--- config.mk ---
export PLATFORM = sky130hd
export DESIGN_NAME = scope_column_decimator
export DESIGN_NICKNAME = d
export VERILOG_FILES = /design/src/hdl/scd_pkg.sv /design/src/hdl/scd_csr.sv /design/src/hdl/scd_mul.sv /design/src/hdl/scd_div.sv /design/src/hdl/scope_column_decimator.sv
export SDC_FILE = /design/constraint.sdc
export NUM_CORES = 2
export LEC_CHECK = 0
export BUFFER_PORTS_ARGS = -buffer_cell sky130_fd_sc_hd__buf_4
export CORE_MARGIN = 2
export CORE_UTILIZATION = 55
export CTS_CLUSTER_DIAMETER = 100
export DETAILED_ROUTE_END_ITERATION = 12
export PLACE_DENSITY = 0.71
export SLEW_MARGIN = 20
export SYNTH_ARGS = -nofsm -noshare
export SYNTH_HDL_FRONTEND = slang
export SYNTH_HIERARCHICAL = 1
export SYNTH_SLANG_ARGS = --single-unit
--- constraint.sdc ---
create_clock -name clock -period 19.9 [get_ports clock]
set_input_delay 5.97 -clock clock [delete_from_list [all_inputs] [get_ports clock]]
set_output_delay 5.97 -clock clock [all_outputs]
set_load 0.1 [all_outputs]
--- src/hdl/scd_pkg.sv ---
// scd_pkg: types, widths and codes shared by the scope column decimator.
// Depends on nothing; every other file of the block refers to it by scoped name.
package scd_pkg;

   // field and register widths
   localparam int MODE_W   = 2;
   localparam int IDX12_W  = 12;
   localparam int END_W    = 13;
   localparam int SCALE_W  = 24;
   localparam int AMP_W    = 15;
   localparam int XY_W     = 16;
   localparam int POS_W    = 28;
   localparam int CNT_W    = 13;
   localparam int MUL_A_W  = 16;
   localparam int MUL_P_W  = MUL_A_W + SCALE_W;
   localparam int CSR_IDX_W = 3;
   localparam int CSR_DAT_W = 24;
   // (k << 16) + samples_per_px - 1, with k below 2^16
   localparam int PDIV_NUM_W = 33;
   localparam int ONE_PX     = 65536;

   // display modes
   localparam logic [MODE_W-1:0] MODE_NEAREST = 2'd0;
   localparam logic [MODE_W-1:0] MODE_AVERAGE = 2'd1;

   // register indexes
   localparam logic [CSR_IDX_W-1:0] CSR_MODE           = 3'd0;
   localparam logic [CSR_IDX_W-1:0] CSR_FIRST_SAMPLE   = 3'd1;
   localparam logic [CSR_IDX_W-1:0] CSR_END_SAMPLE     = 3'd2;
   localparam logic [CSR_IDX_W-1:0] CSR_PX_PER_SAMPLE  = 3'd3;
   localparam logic [CSR_IDX_W-1:0] CSR_SAMPLES_PER_PX = 3'd4;
   localparam logic [CSR_IDX_W-1:0] CSR_PLOT_WIDTH     = 3'd5;
   localparam logic [CSR_IDX_W-1:0] CSR_AMP_LIMIT      = 3'd6;
   localparam logic [CSR_IDX_W-1:0] CSR_PX_PER_AMP     = 3'd7;

   typedef struct packed {
      logic [MODE_W-1:0]  mode;
      logic [IDX12_W-1:0] first_sample;
      logic [END_W-1:0]   end_sample;
      logic [SCALE_W-1:0] px_per_sample;
      logic [SCALE_W-1:0] samples_per_px;
      logic [IDX12_W-1:0] plot_width;
      logic [AMP_W-1:0]   amp_limit;
      logic [SCALE_W-1:0] px_per_amp;
   } cfg_type;

   localparam cfg_type CFG_RESET = '{
      mode:           2'd0,
      first_sample:   12'd0,
      end_sample:     13'd4096,
      px_per_sample:  24'd65536,
      samples_per_px: 24'd65536,
      plot_width:     12'd512,
      amp_limit:      15'd32767,
      px_per_amp:     24'd65536
   };

   typedef enum logic [3:0] {
      ST_IDLE,
      ST_PREP,
      ST_YS,
      ST_YS_RD,
      ST_PDIV,
      ST_PDIV_W,
      ST_MAP,
      ST_MAP_RD,
      ST_POS,
      ST_POS_RD,
      ST_MDIV,
      ST_MDIV_W,
      ST_YA,
      ST_YA_RD,
      ST_EMIT,
      ST_OUT
   } state_type;

endpackage

--- src/hdl/scd_csr.sv ---
// scd_csr: configuration register bank of the scope column decimator.
// Depends on scd_pkg (cfg_type, register indexes, reset values).
module scd_csr (
   input  logic                             clock,
   input  logic                             reset,
   input  logic                             csr_write,
   input  logic [scd_pkg::CSR_IDX_W-1:0]    csr_index,
   input  logic [scd_pkg::CSR_DAT_W-1:0]    csr_data,
   output scd_pkg::cfg_type                 cfg
);

   scd_pkg::cfg_type cfg_ff, cfg_in;

   always_comb begin
      cfg_in = cfg_ff;
      if (csr_write) begin
         unique case (csr_index)
            scd_pkg::CSR_MODE:           cfg_in.mode           = csr_data[1:0];
            scd_pkg::CSR_FIRST_SAMPLE:   cfg_in.first_sample   = csr_data[11:0];
            scd_pkg::CSR_END_SAMPLE:     cfg_in.end_sample     = csr_data[12:0];
            scd_pkg::CSR_PX_PER_SAMPLE:  cfg_in.px_per_sample  = csr_data[23:0];
            scd_pkg::CSR_SAMPLES_PER_PX: cfg_in.samples_per_px = csr_data[23:0];
            scd_pkg::CSR_PLOT_WIDTH:     cfg_in.plot_width     = csr_data[11:0];
            scd_pkg::CSR_AMP_LIMIT:      cfg_in.amp_limit      = csr_data[14:0];
            scd_pkg::CSR_PX_PER_AMP:     cfg_in.px_per_amp     = csr_data[23:0];
            default:                     cfg_in = cfg_ff;
         endcase
      end
   end

   always_ff @(posedge clock) begin
      if (reset) begin
         cfg_ff <= scd_pkg::CFG_RESET;
      end else begin
         cfg_ff <= cfg_in;
      end
   end

   assign cfg = cfg_ff;

endmodule

--- src/hdl/scd_mul.sv ---
// scd_mul: the shared 16 x 24 unsigned multiplier, product registered.
// Depends on scd_pkg (operand widths).
module scd_mul (
   input  logic                           clock,
   input  logic [scd_pkg::MUL_A_W-1:0]    mul_a,
   input  logic [scd_pkg::SCALE_W-1:0]    mul_b,
   output logic [scd_pkg::MUL_P_W-1:0]    mul_p
);

   logic [scd_pkg::MUL_P_W-1:0] prod_ff, prod_in;

   assign prod_in = scd_pkg::MUL_P_W'(mul_a) * scd_pkg::MUL_P_W'(mul_b);

   always_ff @(posedge clock) begin
      prod_ff <= prod_in;
   end

   assign mul_p = prod_ff;

endmodule

--- src/hdl/scd_div.sv ---
// scd_div: shared restoring divider, one quotient bit per cycle.
// Depends on scd_pkg (divisor width); NUM_W is set by the top level.
module scd_div #(
   parameter int NUM_W = 33
) (
   input  logic                           clock,
   input  logic                           reset,
   input  logic                           div_start,
   input  logic [NUM_W-1:0]               div_num,
   input  logic [scd_pkg::SCALE_W-1:0]    div_den,
   output logic                           div_busy,
   output logic [NUM_W-1:0]               div_quo
);

   localparam int DEN_W = scd_pkg::SCALE_W;
   localparam int CNT_W = $clog2(NUM_W + 1);

   logic [NUM_W-1:0] quo_ff, quo_in;
   logic [DEN_W-1:0] rem_ff, rem_in;
   logic [DEN_W-1:0] den_ff, den_in;
   logic [CNT_W-1:0] cnt_ff, cnt_in;
   logic             busy_ff, busy_in;
   logic [DEN_W:0]   rem_sh;
   logic [DEN_W:0]   rem_sub;
   logic             fits;

   // numerator bits shift out of the top of quo_ff as quotient bits shift in
   assign rem_sh  = {rem_ff, quo_ff[NUM_W-1]};
   assign rem_sub = rem_sh - {1'b0, den_ff};
   assign fits    = rem_sh >= {1'b0, den_ff};

   always_comb begin
      quo_in  = quo_ff;
      rem_in  = rem_ff;
      den_in  = den_ff;
      cnt_in  = cnt_ff;
      busy_in = busy_ff;
      if (div_start) begin
         quo_in  = div_num;
         rem_in  = '0;
         den_in  = div_den;
         cnt_in  = CNT_W'(NUM_W);
         busy_in = 1'b1;
      end else if (busy_ff) begin
         quo_in = {quo_ff[NUM_W-2:0], fits};
         rem_in = fits ? rem_sub[DEN_W-1:0] : rem_sh[DEN_W-1:0];
         cnt_in = cnt_ff - CNT_W'(1);
         if (cnt_ff == CNT_W'(1)) begin
            busy_in = 1'b0;
         end
      end
   end

   always_ff @(posedge clock) begin
      if (reset) begin
         busy_ff <= 1'b0;
         cnt_ff  <= '0;
      end else begin
         busy_ff <= busy_in;
         cnt_ff  <= cnt_in;
      end
      quo_ff <= quo_in;
      rem_ff <= rem_in;
      den_ff <= den_in;
   end

   assign div_busy = busy_ff;
   assign div_quo  = quo_ff;

`ifndef SYNTH
   a_cnt_live: assert property (@(posedge clock) disable iff (reset)
      busy_ff |-> (cnt_ff != '0))
      else $error("divider busy with an empty bit count");
   a_busy_drops: assert property (@(posedge clock) disable iff (reset)
      (busy_ff && !div_start && cnt_ff == CNT_W'(1)) |=> !busy_ff)
      else $error("divider ran past its last quotient bit");
   a_start_busy: assert property (@(posedge clock) disable iff (reset)
      div_start |=> (busy_ff && cnt_ff == CNT_W'(NUM_W)))
      else $error("divider did not load on start");
`endif

endmodule

--- src/hdl/scope_column_decimator.sv ---
// scope_column_decimator: top level; sequencer, frame and group state, point queue.
// Depends on scd_pkg, scd_csr, scd_mul and scd_div.
//
// Turns one channel of Q1.15 samples into display polyline points (x, y in Q12.4
// pixels) in nearest, average or peak mode. One sample is taken at a time and
// req_stall stays high until its points have gone out. Each sample runs through
// a small sequencer that drives one registered 16 x 24 multiplier and one
// restoring divider that resolves a quotient bit per cycle. A sample before
// first_sample stops after the prep state; one that only joins a group takes the
// row and position products; a peak-mode group close adds the amplitude product;
// a nearest-mode sample or an average-mode group close runs the divider too, whose
// NUM_W = max(33, SAMPLE_BITS + log2(FRAME_MAX) + 1) is 33 at the default sizes.
// A sample may cause two points: the frame's start point comes first.
module scope_column_decimator #(
   parameter int FRAME_MAX   = 4096,
   parameter int SAMPLE_BITS = 16
) (
   input  logic                              clock,
   input  logic                              reset,
   input  logic                              req_valid,
   output logic                              req_stall,
   input  logic signed [SAMPLE_BITS-1:0]     req_sample,
   input  logic                              req_frame_start,
   output logic                              rsp_valid,
   input  logic                              rsp_stall,
   output logic [scd_pkg::XY_W-1:0]          rsp_x_pos,
   output logic [scd_pkg::XY_W-1:0]          rsp_y_pos,
   output logic                              rsp_last,
   input  logic                              csr_write,
   input  logic [scd_pkg::CSR_IDX_W-1:0]     csr_index,
   input  logic [scd_pkg::CSR_DAT_W-1:0]     csr_data
);

   localparam int SB     = SAMPLE_BITS;
   localparam int IW     = $clog2(FRAME_MAX + 1);
   localparam int KW     = $clog2(FRAME_MAX);
   localparam int CW     = (IW > scd_pkg::END_W) ? IW : scd_pkg::END_W;
   localparam int SUM_W  = SAMPLE_BITS + $clog2(FRAME_MAX) + 1;
   localparam int DIV_W  = (SUM_W > scd_pkg::PDIV_NUM_W) ? SUM_W : scd_pkg::PDIV_NUM_W;
   localparam int PW     = scd_pkg::IDX12_W;
   localparam int XW     = scd_pkg::XY_W;
   localparam int AW     = scd_pkg::AMP_W;
   localparam int PRW    = scd_pkg::MUL_P_W;
   localparam int POSW   = scd_pkg::POS_W;
   localparam int SCW    = scd_pkg::SCALE_W;
   localparam int CNTW   = scd_pkg::CNT_W;
   localparam logic [IW-1:0] FRAME_LIM = IW'(FRAME_MAX);

   scd_pkg::cfg_type   cfg;
   scd_pkg::state_type state_ff, state_in;

   // frame and group state
   logic [IW-1:0]           index_ff, index_in;
   logic [POSW-1:0]         anchor_ff, anchor_in;
   logic signed [SUM_W-1:0] sum_ff, sum_in;
   logic [CNTW-1:0]         count_ff, count_in;
   logic signed [SB-1:0]    peak_ff, peak_in;
   logic [SB-1:0]           peak_mag_ff, peak_mag_in;
   logic [PW-1:0]           next_px_ff, next_px_in;
   logic                    open_ff, open_in;

   // per-sample working registers
   logic signed [SB-1:0]    sample_ff, sample_in;
   logic                    fs_ff, fs_in;
   logic [KW-1:0]           k_ff, k_in;
   logic                    start_pt_ff, start_pt_in;
   logic                    in_grp_ff, in_grp_in;
   logic                    last_idx_ff, last_idx_in;
   logic [XW-1:0]           ys_ff, ys_in;
   logic [PW-1:0]           p_ff, p_in;
   logic [XW-1:0]           pos_x_ff, pos_x_in;
   logic                    ym_neg_ff, ym_neg_in;
   logic [DIV_W-1:0]        ym_mag_ff, ym_mag_in;

   // point queue, two beats at most per sample
   logic [XW-1:0]           q_x_ff [2];
   logic [XW-1:0]           q_y_ff [2];
   logic [XW-1:0]           q_x_in [2];
   logic [XW-1:0]           q_y_in [2];
   logic [1:0]              q_n_ff, q_n_in;
   logic                    rd_ff, rd_in;

   // shared units
   logic [scd_pkg::MUL_A_W-1:0] mul_a;
   logic [SCW-1:0]              mul_b;
   logic [PRW-1:0]              mul_p;
   logic                        div_start;
   logic [DIV_W-1:0]            div_num;
   logic [SCW-1:0]              div_den;
   logic                        div_busy;
   logic [DIV_W-1:0]            div_quo;

   // combinational helpers
   logic [IW-1:0]    prep_idx;
   logic             prep_in_range;
   logic             prep_active;
   logic [CW-1:0]    end_eff;
   logic [CW-1:0]    idx_c;
   logic [SB-1:0]    s_mag;
   logic [SUM_W-1:0] sum_mag;
   logic [AW-1:0]    y_clamp;
   logic [XW-1:0]    y_arg;
   logic [XW-1:0]    y_sat;
   logic [POSW-1:0]  pos_sat;
   logic             close_now;
   logic [DIV_W-1:0] p_wide;
   logic             p_ok;
   logic             map_hit;
   logic             accept;
   logic             out_last;

   scd_csr u_csr (
      .clock     (clock),
      .reset     (reset),
      .csr_write (csr_write),
      .csr_index (csr_index),
      .csr_data  (csr_data),
      .cfg       (cfg)
   );

   scd_mul u_mul (
      .clock (clock),
      .mul_a (mul_a),
      .mul_b (mul_b),
      .mul_p (mul_p)
   );

   scd_div #(
      .NUM_W (DIV_W)
   ) u_div (
      .clock     (clock),
      .reset     (reset),
      .div_start (div_start),
      .div_num   (div_num),
      .div_den   (div_den),
      .div_busy  (div_busy),
      .div_quo   (div_quo)
   );

   assign accept = req_valid && !req_stall;

   assign prep_idx      = fs_ff ? '0 : index_ff;
   assign prep_in_range = prep_idx < FRAME_LIM;
   assign idx_c         = CW'(prep_idx);
   assign prep_active   = prep_in_range && (idx_c >= CW'(cfg.first_sample));
   assign end_eff       = (CW'(cfg.end_sample) < CW'(FRAME_MAX)) ?
                          CW'(cfg.end_sample) : CW'(FRAME_MAX);

   assign s_mag   = sample_ff[SB-1] ? ($unsigned(~sample_ff) + SB'(1)) : $unsigned(sample_ff);
   assign sum_mag = sum_ff[SUM_W-1] ? ($unsigned(~sum_ff) + SUM_W'(1)) : $unsigned(sum_ff);

   // clamp to +-limit, then distance from the top of the plot
   assign y_clamp = (ym_mag_ff > DIV_W'(cfg.amp_limit)) ? cfg.amp_limit : ym_mag_ff[AW-1:0];
   assign y_arg   = ym_neg_ff ? (XW'(cfg.amp_limit) + XW'(y_clamp))
                              : (XW'(cfg.amp_limit) - XW'(y_clamp));
   assign y_sat   = (|mul_p[PRW-1:32]) ? '1 : mul_p[31:16];

   assign pos_sat   = (|mul_p[PRW-1:POSW]) ? '1 : mul_p[POSW-1:0];
   assign close_now = ({1'b0, pos_sat} >= ({1'b0, anchor_ff} + (POSW+1)'(scd_pkg::ONE_PX)))
                      || last_idx_ff;

   assign p_wide  = (cfg.samples_per_px == '0 || div_quo == '0) ? DIV_W'(1) : div_quo;
   assign p_ok    = p_wide < DIV_W'(cfg.plot_width);
   assign map_hit = (mul_p[PRW-1:16] == SCW'(k_ff)) && (p_ff >= next_px_ff);

   assign out_last = ({1'b0, rd_ff} == (q_n_ff - 2'd1));

   // next state
   always_comb begin
      state_in = state_ff;
      unique case (state_ff)
         scd_pkg::ST_IDLE:   if (accept) state_in = scd_pkg::ST_PREP;
         scd_pkg::ST_PREP:   state_in = prep_active ? scd_pkg::ST_YS : scd_pkg::ST_IDLE;
         scd_pkg::ST_YS:     state_in = scd_pkg::ST_YS_RD;
         scd_pkg::ST_YS_RD: begin
            state_in = (cfg.mode == scd_pkg::MODE_NEAREST) ? scd_pkg::ST_PDIV
                                                           : scd_pkg::ST_POS;
         end
         scd_pkg::ST_PDIV:   state_in = scd_pkg::ST_PDIV_W;
         scd_pkg::ST_PDIV_W: begin
            if (!div_busy) state_in = p_ok ? scd_pkg::ST_MAP : scd_pkg::ST_POS;
         end
         scd_pkg::ST_MAP:    state_in = scd_pkg::ST_MAP_RD;
         scd_pkg::ST_MAP_RD: state_in = scd_pkg::ST_POS;
         scd_pkg::ST_POS: begin
            state_in = (in_grp_ff && open_ff) ? scd_pkg::ST_POS_RD : scd_pkg::ST_EMIT;
         end
         scd_pkg::ST_POS_RD: begin
            if (!close_now || cfg.mode == scd_pkg::MODE_NEAREST) begin
               state_in = scd_pkg::ST_EMIT;
            end else if (cfg.mode == scd_pkg::MODE_AVERAGE) begin
               state_in = scd_pkg::ST_MDIV;
            end else begin
               state_in = scd_pkg::ST_YA;
            end
         end
         scd_pkg::ST_MDIV:   state_in = scd_pkg::ST_MDIV_W;
         scd_pkg::ST_MDIV_W: if (!div_busy) state_in = scd_pkg::ST_YA;
         scd_pkg::ST_YA:     state_in = scd_pkg::ST_YA_RD;
         scd_pkg::ST_YA_RD:  state_in = scd_pkg::ST_EMIT;
         scd_pkg::ST_EMIT:   state_in = (q_n_ff == 2'd0) ? scd_pkg::ST_IDLE : scd_pkg::ST_OUT;
         scd_pkg::ST_OUT:    if (!rsp_stall && out_last) state_in = scd_pkg::ST_IDLE;
         default:            state_in = scd_pkg::ST_IDLE;
      endcase
   end

   // outputs and unit operands
   always_comb begin
      req_stall = (state_ff != scd_pkg::ST_IDLE);
      rsp_valid = (state_ff == scd_pkg::ST_OUT);
      div_start = (state_ff == scd_pkg::ST_PDIV) || (state_ff == scd_pkg::ST_MDIV);
      div_num   = (state_ff == scd_pkg::ST_MDIV) ? DIV_W'(sum_mag)
                : ((DIV_W'(k_ff) << 16) + DIV_W'(cfg.samples_per_px) - DIV_W'(1));
      div_den   = (state_ff == scd_pkg::ST_MDIV) ?
                  ((count_ff == '0) ? SCW'(1) : SCW'(count_ff)) : cfg.samples_per_px;
      unique case (state_ff)
         scd_pkg::ST_MAP: begin
            mul_a = scd_pkg::MUL_A_W'(p_ff);
            mul_b = cfg.samples_per_px;
         end
         scd_pkg::ST_POS: begin
            mul_a = scd_pkg::MUL_A_W'(k_ff);
            mul_b = cfg.px_per_sample;
         end
         default: begin
            mul_a = y_arg;
            mul_b = cfg.px_per_amp;
         end
      endcase
   end

   assign rsp_x_pos = q_x_ff[rd_ff];
   assign rsp_y_pos = q_y_ff[rd_ff];
   assign rsp_last  = out_last;

   // datapath register updates
   always_comb begin
      index_in    = index_ff;
      anchor_in   = anchor_ff;
      sum_in      = sum_ff;
      count_in    = count_ff;
      peak_in     = peak_ff;
      peak_mag_in = peak_mag_ff;
      next_px_in  = next_px_ff;
      open_in     = open_ff;
      sample_in   = sample_ff;
      fs_in       = fs_ff;
      k_in        = k_ff;
      start_pt_in = start_pt_ff;
      in_grp_in   = in_grp_ff;
      last_idx_in = last_idx_ff;
      ys_in       = ys_ff;
      p_in        = p_ff;
      pos_x_in    = pos_x_ff;
      ym_neg_in   = ym_neg_ff;
      ym_mag_in   = ym_mag_ff;
      q_x_in      = q_x_ff;
      q_y_in      = q_y_ff;
      q_n_in      = q_n_ff;
      rd_in       = rd_ff;

      unique case (state_ff)
         scd_pkg::ST_IDLE: begin
            if (accept) begin
               sample_in = req_sample;
               fs_in     = req_frame_start;
               q_n_in    = 2'd0;
               rd_in     = 1'b0;
            end
         end
         scd_pkg::ST_PREP: begin
            if (fs_ff) begin
               anchor_in   = '0;
               sum_in      = '0;
               count_in    = '0;
               peak_in     = '0;
               peak_mag_in = '0;
               next_px_in  = PW'(1);
               open_in     = 1'b0;
            end
            // the index sticks at the frame limit
            index_in    = prep_in_range ? (prep_idx + IW'(1)) : prep_idx;
            k_in        = KW'(idx_c - CW'(cfg.first_sample));
            start_pt_in = (idx_c == CW'(cfg.first_sample));
            in_grp_in   = idx_c < end_eff;
            last_idx_in = (idx_c + CW'(1)) == end_eff;
            ym_neg_in   = sample_ff[SB-1];
            ym_mag_in   = DIV_W'(s_mag);
         end
         scd_pkg::ST_YS_RD: begin
            ys_in = y_sat;
            if (start_pt_ff) begin
               q_x_in[q_n_ff[0]] = '0;
               q_y_in[q_n_ff[0]] = y_sat;
               q_n_in            = q_n_ff + 2'd1;
            end
         end
         scd_pkg::ST_PDIV_W: begin
            if (!div_busy) p_in = p_wide[PW-1:0];
         end
         scd_pkg::ST_MAP_RD: begin
            if (map_hit) begin
               q_x_in[q_n_ff[0]] = {p_ff, 4'b0000};
               q_y_in[q_n_ff[0]] = ys_ff;
               q_n_in            = q_n_ff + 2'd1;
               next_px_in        = p_ff + PW'(1);
            end
         end
         scd_pkg::ST_POS: begin
            if (in_grp_ff) begin
               if (!open_ff) begin
                  // a group cannot open on the last shown sample
                  if (!last_idx_ff) begin
                     open_in     = 1'b1;
                     sum_in      = SUM_W'(sample_ff);
                     count_in    = CNTW'(1);
                     peak_in     = sample_ff;
                     peak_mag_in = s_mag;
                  end
               end else begin
                  sum_in   = sum_ff + SUM_W'(sample_ff);
                  count_in = count_ff + CNTW'(1);
                  if (s_mag > peak_mag_ff) begin
                     peak_in     = sample_ff;
                     peak_mag_in = s_mag;
                  end
               end
            end
         end
         scd_pkg::ST_POS_RD: begin
            if (close_now) begin
               open_in   = 1'b0;
               anchor_in = pos_sat;
               pos_x_in  = pos_sat[POSW-1:POSW-XW];
               ym_neg_in = peak_ff[SB-1];
               ym_mag_in = DIV_W'(peak_mag_ff);
            end
         end
         scd_pkg::ST_MDIV_W: begin
            if (!div_busy) begin
               ym_neg_in = sum_ff[SUM_W-1];
               ym_mag_in = div_quo;
            end
         end
         scd_pkg::ST_YA_RD: begin
            q_x_in[q_n_ff[0]] = pos_x_ff;
            q_y_in[q_n_ff[0]] = y_sat;
            q_n_in            = q_n_ff + 2'd1;
         end
         scd_pkg::ST_OUT: begin
            if (!rsp_stall && !out_last) rd_in = 1'b1;
         end
         default: begin
            rd_in = rd_ff;
         end
      endcase
   end

   always_ff @(posedge clock) begin
      if (reset) begin
         state_ff    <= scd_pkg::ST_IDLE;
         index_ff    <= '0;
         anchor_ff   <= '0;
         sum_ff      <= '0;
         count_ff    <= '0;
         peak_ff     <= '0;
         peak_mag_ff <= '0;
         next_px_ff  <= PW'(1);
         open_ff     <= 1'b0;
         q_n_ff      <= 2'd0;
         rd_ff       <= 1'b0;
      end else begin
         state_ff    <= state_in;
         index_ff    <= index_in;
         anchor_ff   <= anchor_in;
         sum_ff      <= sum_in;
         count_ff    <= count_in;
         peak_ff     <= peak_in;
         peak_mag_ff <= peak_mag_in;
         next_px_ff  <= next_px_in;
         open_ff     <= open_in;
         q_n_ff      <= q_n_in;
         rd_ff       <= rd_in;
      end
      sample_ff   <= sample_in;
      fs_ff       <= fs_in;
      k_ff        <= k_in;
      start_pt_ff <= start_pt_in;
      in_grp_ff   <= in_grp_in;
      last_idx_ff <= last_idx_in;
      ys_ff       <= ys_in;
      p_ff        <= p_in;
      pos_x_ff    <= pos_x_in;
      ym_neg_ff   <= ym_neg_in;
      ym_mag_ff   <= ym_mag_in;
      q_x_ff      <= q_x_in;
      q_y_ff      <= q_y_in;
   end

`ifndef SYNTH
   a_one_at_a_time: assert property (@(posedge clock) disable iff (reset)
      rsp_valid |-> req_stall)
      else $error("point beat offered while a new sample could be taken");
   a_queue_sane: assert property (@(posedge clock) disable iff (reset)
      (state_ff == scd_pkg::ST_OUT) |-> (q_n_ff != 2'd0 && q_n_ff != 2'd3
                                         && {1'b0, rd_ff} < q_n_ff))
      else $error("point queue read outside its fill");
   a_div_free: assert property (@(posedge clock) disable iff (reset)
      div_start |-> !div_busy)
      else $error("divider restarted while still busy");
   a_ready_after_last: assert property (@(posedge clock) disable iff (reset)
      (rsp_valid && !rsp_stall && rsp_last) |=> !req_stall)
      else $error("block did not free up after the final beat");
`endif

endmodule

==> results by group <==
Final layout
  – Post-Route Utilization: 60.0%
  – Multi-input logic area: 29000 µm²
  – Sequential standard cell area: 13300 µm²
  – Layout cells sized above 1: 7.41%
  – Layout area overhead: 7.99%
  – Nets: 5724
  – # fillers: 7140

Setup path
  – R2R Path End: u_mul/mul_p[39]
  – Nature of the critical path endpoint: register
  – Worst setup path endpoint: u_mul/mul_p[39]
  – Reg2reg start: u_csr/cfg[34]
  – Crit. Startpoint: u_csr/cfg[34]
  – Req. time, crit path: 20.39 ns
  – CP peak stage delay: 0.66 ns
  – Reg-to-reg setup timing slack: 8.83 ns
  – Startpoint Class: register
  – CP arrival: 11.57 ns
  – CP Class: reg -> reg
  – Reg2Reg Depth: 41
  – CP max FO: 24
  – Slowest library cell on the worst path: o41ai_1
  – Crit path top cell by count: fa_1

GRT
  – First-pass GRT wire length: 198 mm
  – Grt ovf: 0
  – Largest net degree at the start of global routing: 122
  – Initial antenna violation count: 4
  – Number of global-route vias before repair: 35002
  – GRT Overall Usage: 29.5%

Timing
  – Worst slew margin: 23.9%
  – Clk_skew: 0.0274 ns
  – RSZ-0062 raised after global routing: no
  – FMAX: 0.0903 GHz
  – Tmin final: 11.07 ns
  – Slew at the pin closest to its max-slew limit: 1.14 ns
  – Setup TNS: 0 ns
  – Final setup fails: 0
  – Fin. Hold Viols: 0
  – Period utilization: 55.6%
  – Max Slew Vio Count: 0

Logic synthesis
  – Synth area leader: edfxtp_1
  – Fraction of registers with async set/reset: 0%
  – Number of enable flip-flop cells after synthesis: 231
  – Mapped Cells: 5050
  – Synth unique cells: 103
  – Share of the synthesized area in the top cell type: 15.2%
  – Sequential area share after synthesis: 29.2%
  – Synth Register Bits: 548
  – Mapped Nets: 5755
  – Yosys warns: 6
  – Mean Syn Cell Area: 9.01 µm²
  – Mapped cell area: 45500 µm²
  – Synth area leaders: edfxtp_1 (15%), dfxtp_1 (14%), fa_1 (14%)
  – Synth Flop Type: dfxtp_1

Place
  – Port Buffer Count: 83
  – GPL Wtd Cong: 0.980
  – Detail Placement HPWL: 92.9 mm

Die
  – Die Ht: 292 µm
  – Placement Rows: 105
  – DIE AREA: 85100 µm²
  – Core area: 82000 µm²
  – Die width: 292 µm
  – Initial Utilization: 55.5%
  – I/O pins: 84

Drt
  – DR pass1 iterations: 6
  – Residual DRC: 0
  – Final WL: 125 mm
  – 1st-iter DRT viols: 3037
  – Post-route ant nets: 0
  – Vias per cell: 5.86
  – Vias: 35986
  – Post-DR wirelength/cell: 20.4 µm

Clocking
  – Root Driver: clkbuf_16
  – Num CTS Buffers: 68
  – Clk buf depth: 3
  – Clk Latency, worst-skew pair: 0.61 ns
  – Hold buffers post-CTS: 0
  – Clk sinks: 548
  – Postcts setup bufs: 0
  – CTS tree: done
  – CTS resizes: 0
  – H-tree Lvls: 3
  – Clk pin slew, worst setup/hold paths: 0.06 ns

Power and ir drop
  – Power Total: 3.58 mW
  – VDD IR max: 0.0531 mV
  – Power per cell area: 72.8 nW/µm²
  – Sw frac: 34.7%
  – Share of power burned in registers: 37.6%
  – Clock power share: 34.2%
  – Comb power frac: 28.2%
  – Cell Int Power: 2.34 mW
  – Leakage power: 21.5 nW
  – Psw: 1.24 mW

Run status
  – Status: complete, no violations

Job
  – Total of max-cap violations: 0

Worst hold path
  – HP Class: reg -> reg
-- routing by layer --
| layer | wire length [µm] | GRT usage, % | up-vias | share of wire (%) |
|---|---|---|---|---|
| li1 | - | - | 16957 | - |
| met4 | 4340 | 10.3 | 0 | 3.5 |
| met5 | 0 | 0 | - | 0 |
| met2 | 56100 | 46.1 | 1212 | 45 |
| met1 | 55900 | 42.0 | 17600 | 45 |
| met3 | 9080 | 4.12 | 217 | 7.2 |
-- Yosys cell counts (all sizes together), types with 39 or more instances --
master  number
fa         311
nor2       374
o21ai      207
mux2        57
nor3        49
ha         345
dfxtp      317
nor4        39
and2       216
buf         47
clkbuf     190
xor2       114
mux2i      179
a21o        67
a21oi      281
edfxtp     231
nand2b     187
nand4       63
nand3       71
nand2      509
a211oi      40
xnor2      134
a22oi       48
inv        595
nor2b       39
-- cells by family after synthesis --
family	synth area share (%)
buf+inv	7.14
simple gates	17.8
compound gates	12.6
xor+xnor	4.77
flops	29.2
mux	5.35
fa+ha+maj	23.2
-- worst min-delay path by stage --
stage | end | cells past startpoint | start | slack (ns)
floorplan | peak_mag_ff[2] | 2 | peak_mag_ff[2] | 0.43
global placement | q_n_ff[0] | 1 | q_n_ff[0] | 0.42
detailed placement | q_n_ff[0] | 1 | q_n_ff[0] | 0.43
CTS | q_n_ff[0] | 1 | q_n_ff[0] | 0.44
global route | q_n_ff[0] | 1 | q_n_ff[0] | 0.47
finish | q_n_ff[0] | 1 | q_n_ff[0] | 0.44
-- worst max-delay path, delay by kind of cell, from the launching register on --
kind / cells / cell delay (ns)
multiplexers: 1 / 0.27
AND/OR/NAND/NOR: 2 / 0.24
XOR/XNOR: 3 / 0.50
AO/OA/AOI/OAI: 20 / 4.65
adder cells (fa/ha/maj): 10 / 4.38
flip-flops: 1 / 0.37
buffers and inverters: 5 / 0.53
-- area by class of cell --
| class | instances | area share, % |
|---|---|---|
| clock buffer | 86 | 3.74 |
| multi-input combinational | 3668 | 59.1 |
| clock inverter | 38 | 0.718 |
| antenna | 3 | 0.0153 |
| tap | 1070 | 2.72 |
| sequential | 548 | 27.0 |
| timing repair buffer | 136 | 2.13 |
| inverter | 597 | 4.56 |
-- layout by cell type (no fill, tap or decap), types with 27 or more instances in the layout --
master,netlist,layout
inv_1,595,595
nand2_1,509,509
nor2_1,373,368
ha_1,345,345
dfxtp_1,317,315
fa_1,311,311
a21oi_1,277,276
edfxtp_1,231,231
and2_1,216,216
nand2b_1,187,187
o21ai_0,194,184
mux2i_1,179,178
xnor2_1,134,134
buf_4,11,134
xor2_1,114,114
nand3_1,70,70
clkbuf_16,0,69
a21o_1,66,66
nand4_1,62,62
mux2_2,57,57
a22oi_1,48,48
nor3_1,47,46
nor2b_1,39,39
nor4_1,37,37
a211oi_1,36,36
and3_1,30,30
a221oi_1,27,27
-- through the flow --
stage / cell area (µm²) / hold slack (ns) / setup WS [ns] / cells
floorplan: 45500 / 0.432 / 9.77 / 5050
global placement: 46900 / 0.425 / 9.20 / 6018
detailed placement: 46900 / 0.429 / 9.11 / 6018
CTS: 49100 / 0.442 / 9.01 / 6142
global route: 49100 / 0.465 / 8.07 / 6143
finish: 49200 / 0.440 / 8.83 / 6146
-- sequential cells by signal (all words and copies together), names as in the netlist, 12 cells and up --
register	count
next_px_ff	12
sum_ff	29
anchor_ff	28
k_ff	12
u_div/div_quo	33
u_mul/mul_p	40
q_x_ff	32
index_ff	13
u_csr/cfg	126
q_y_ff	32
pos_x_ff	16
u_div/rem_ff	24
p_ff	12
count_ff	13
peak_mag_ff	15
ym_mag_ff	33
ys_ff	16
sample_ff	16
u_div/den_ff	24
-- power by group through the flow --
stage	combinational, mW	clock [mW]	sequential, mW
floorplan	0.745	0	1.30
global placement	0.977	0	1.36
detailed placement	0.990	0	1.37
CTS	0.999	1.24	1.34
global route	1.13	1.29	1.35
finish	1.01	1.22	1.35
No activity file was read; power rests on OpenSTA's default activity.
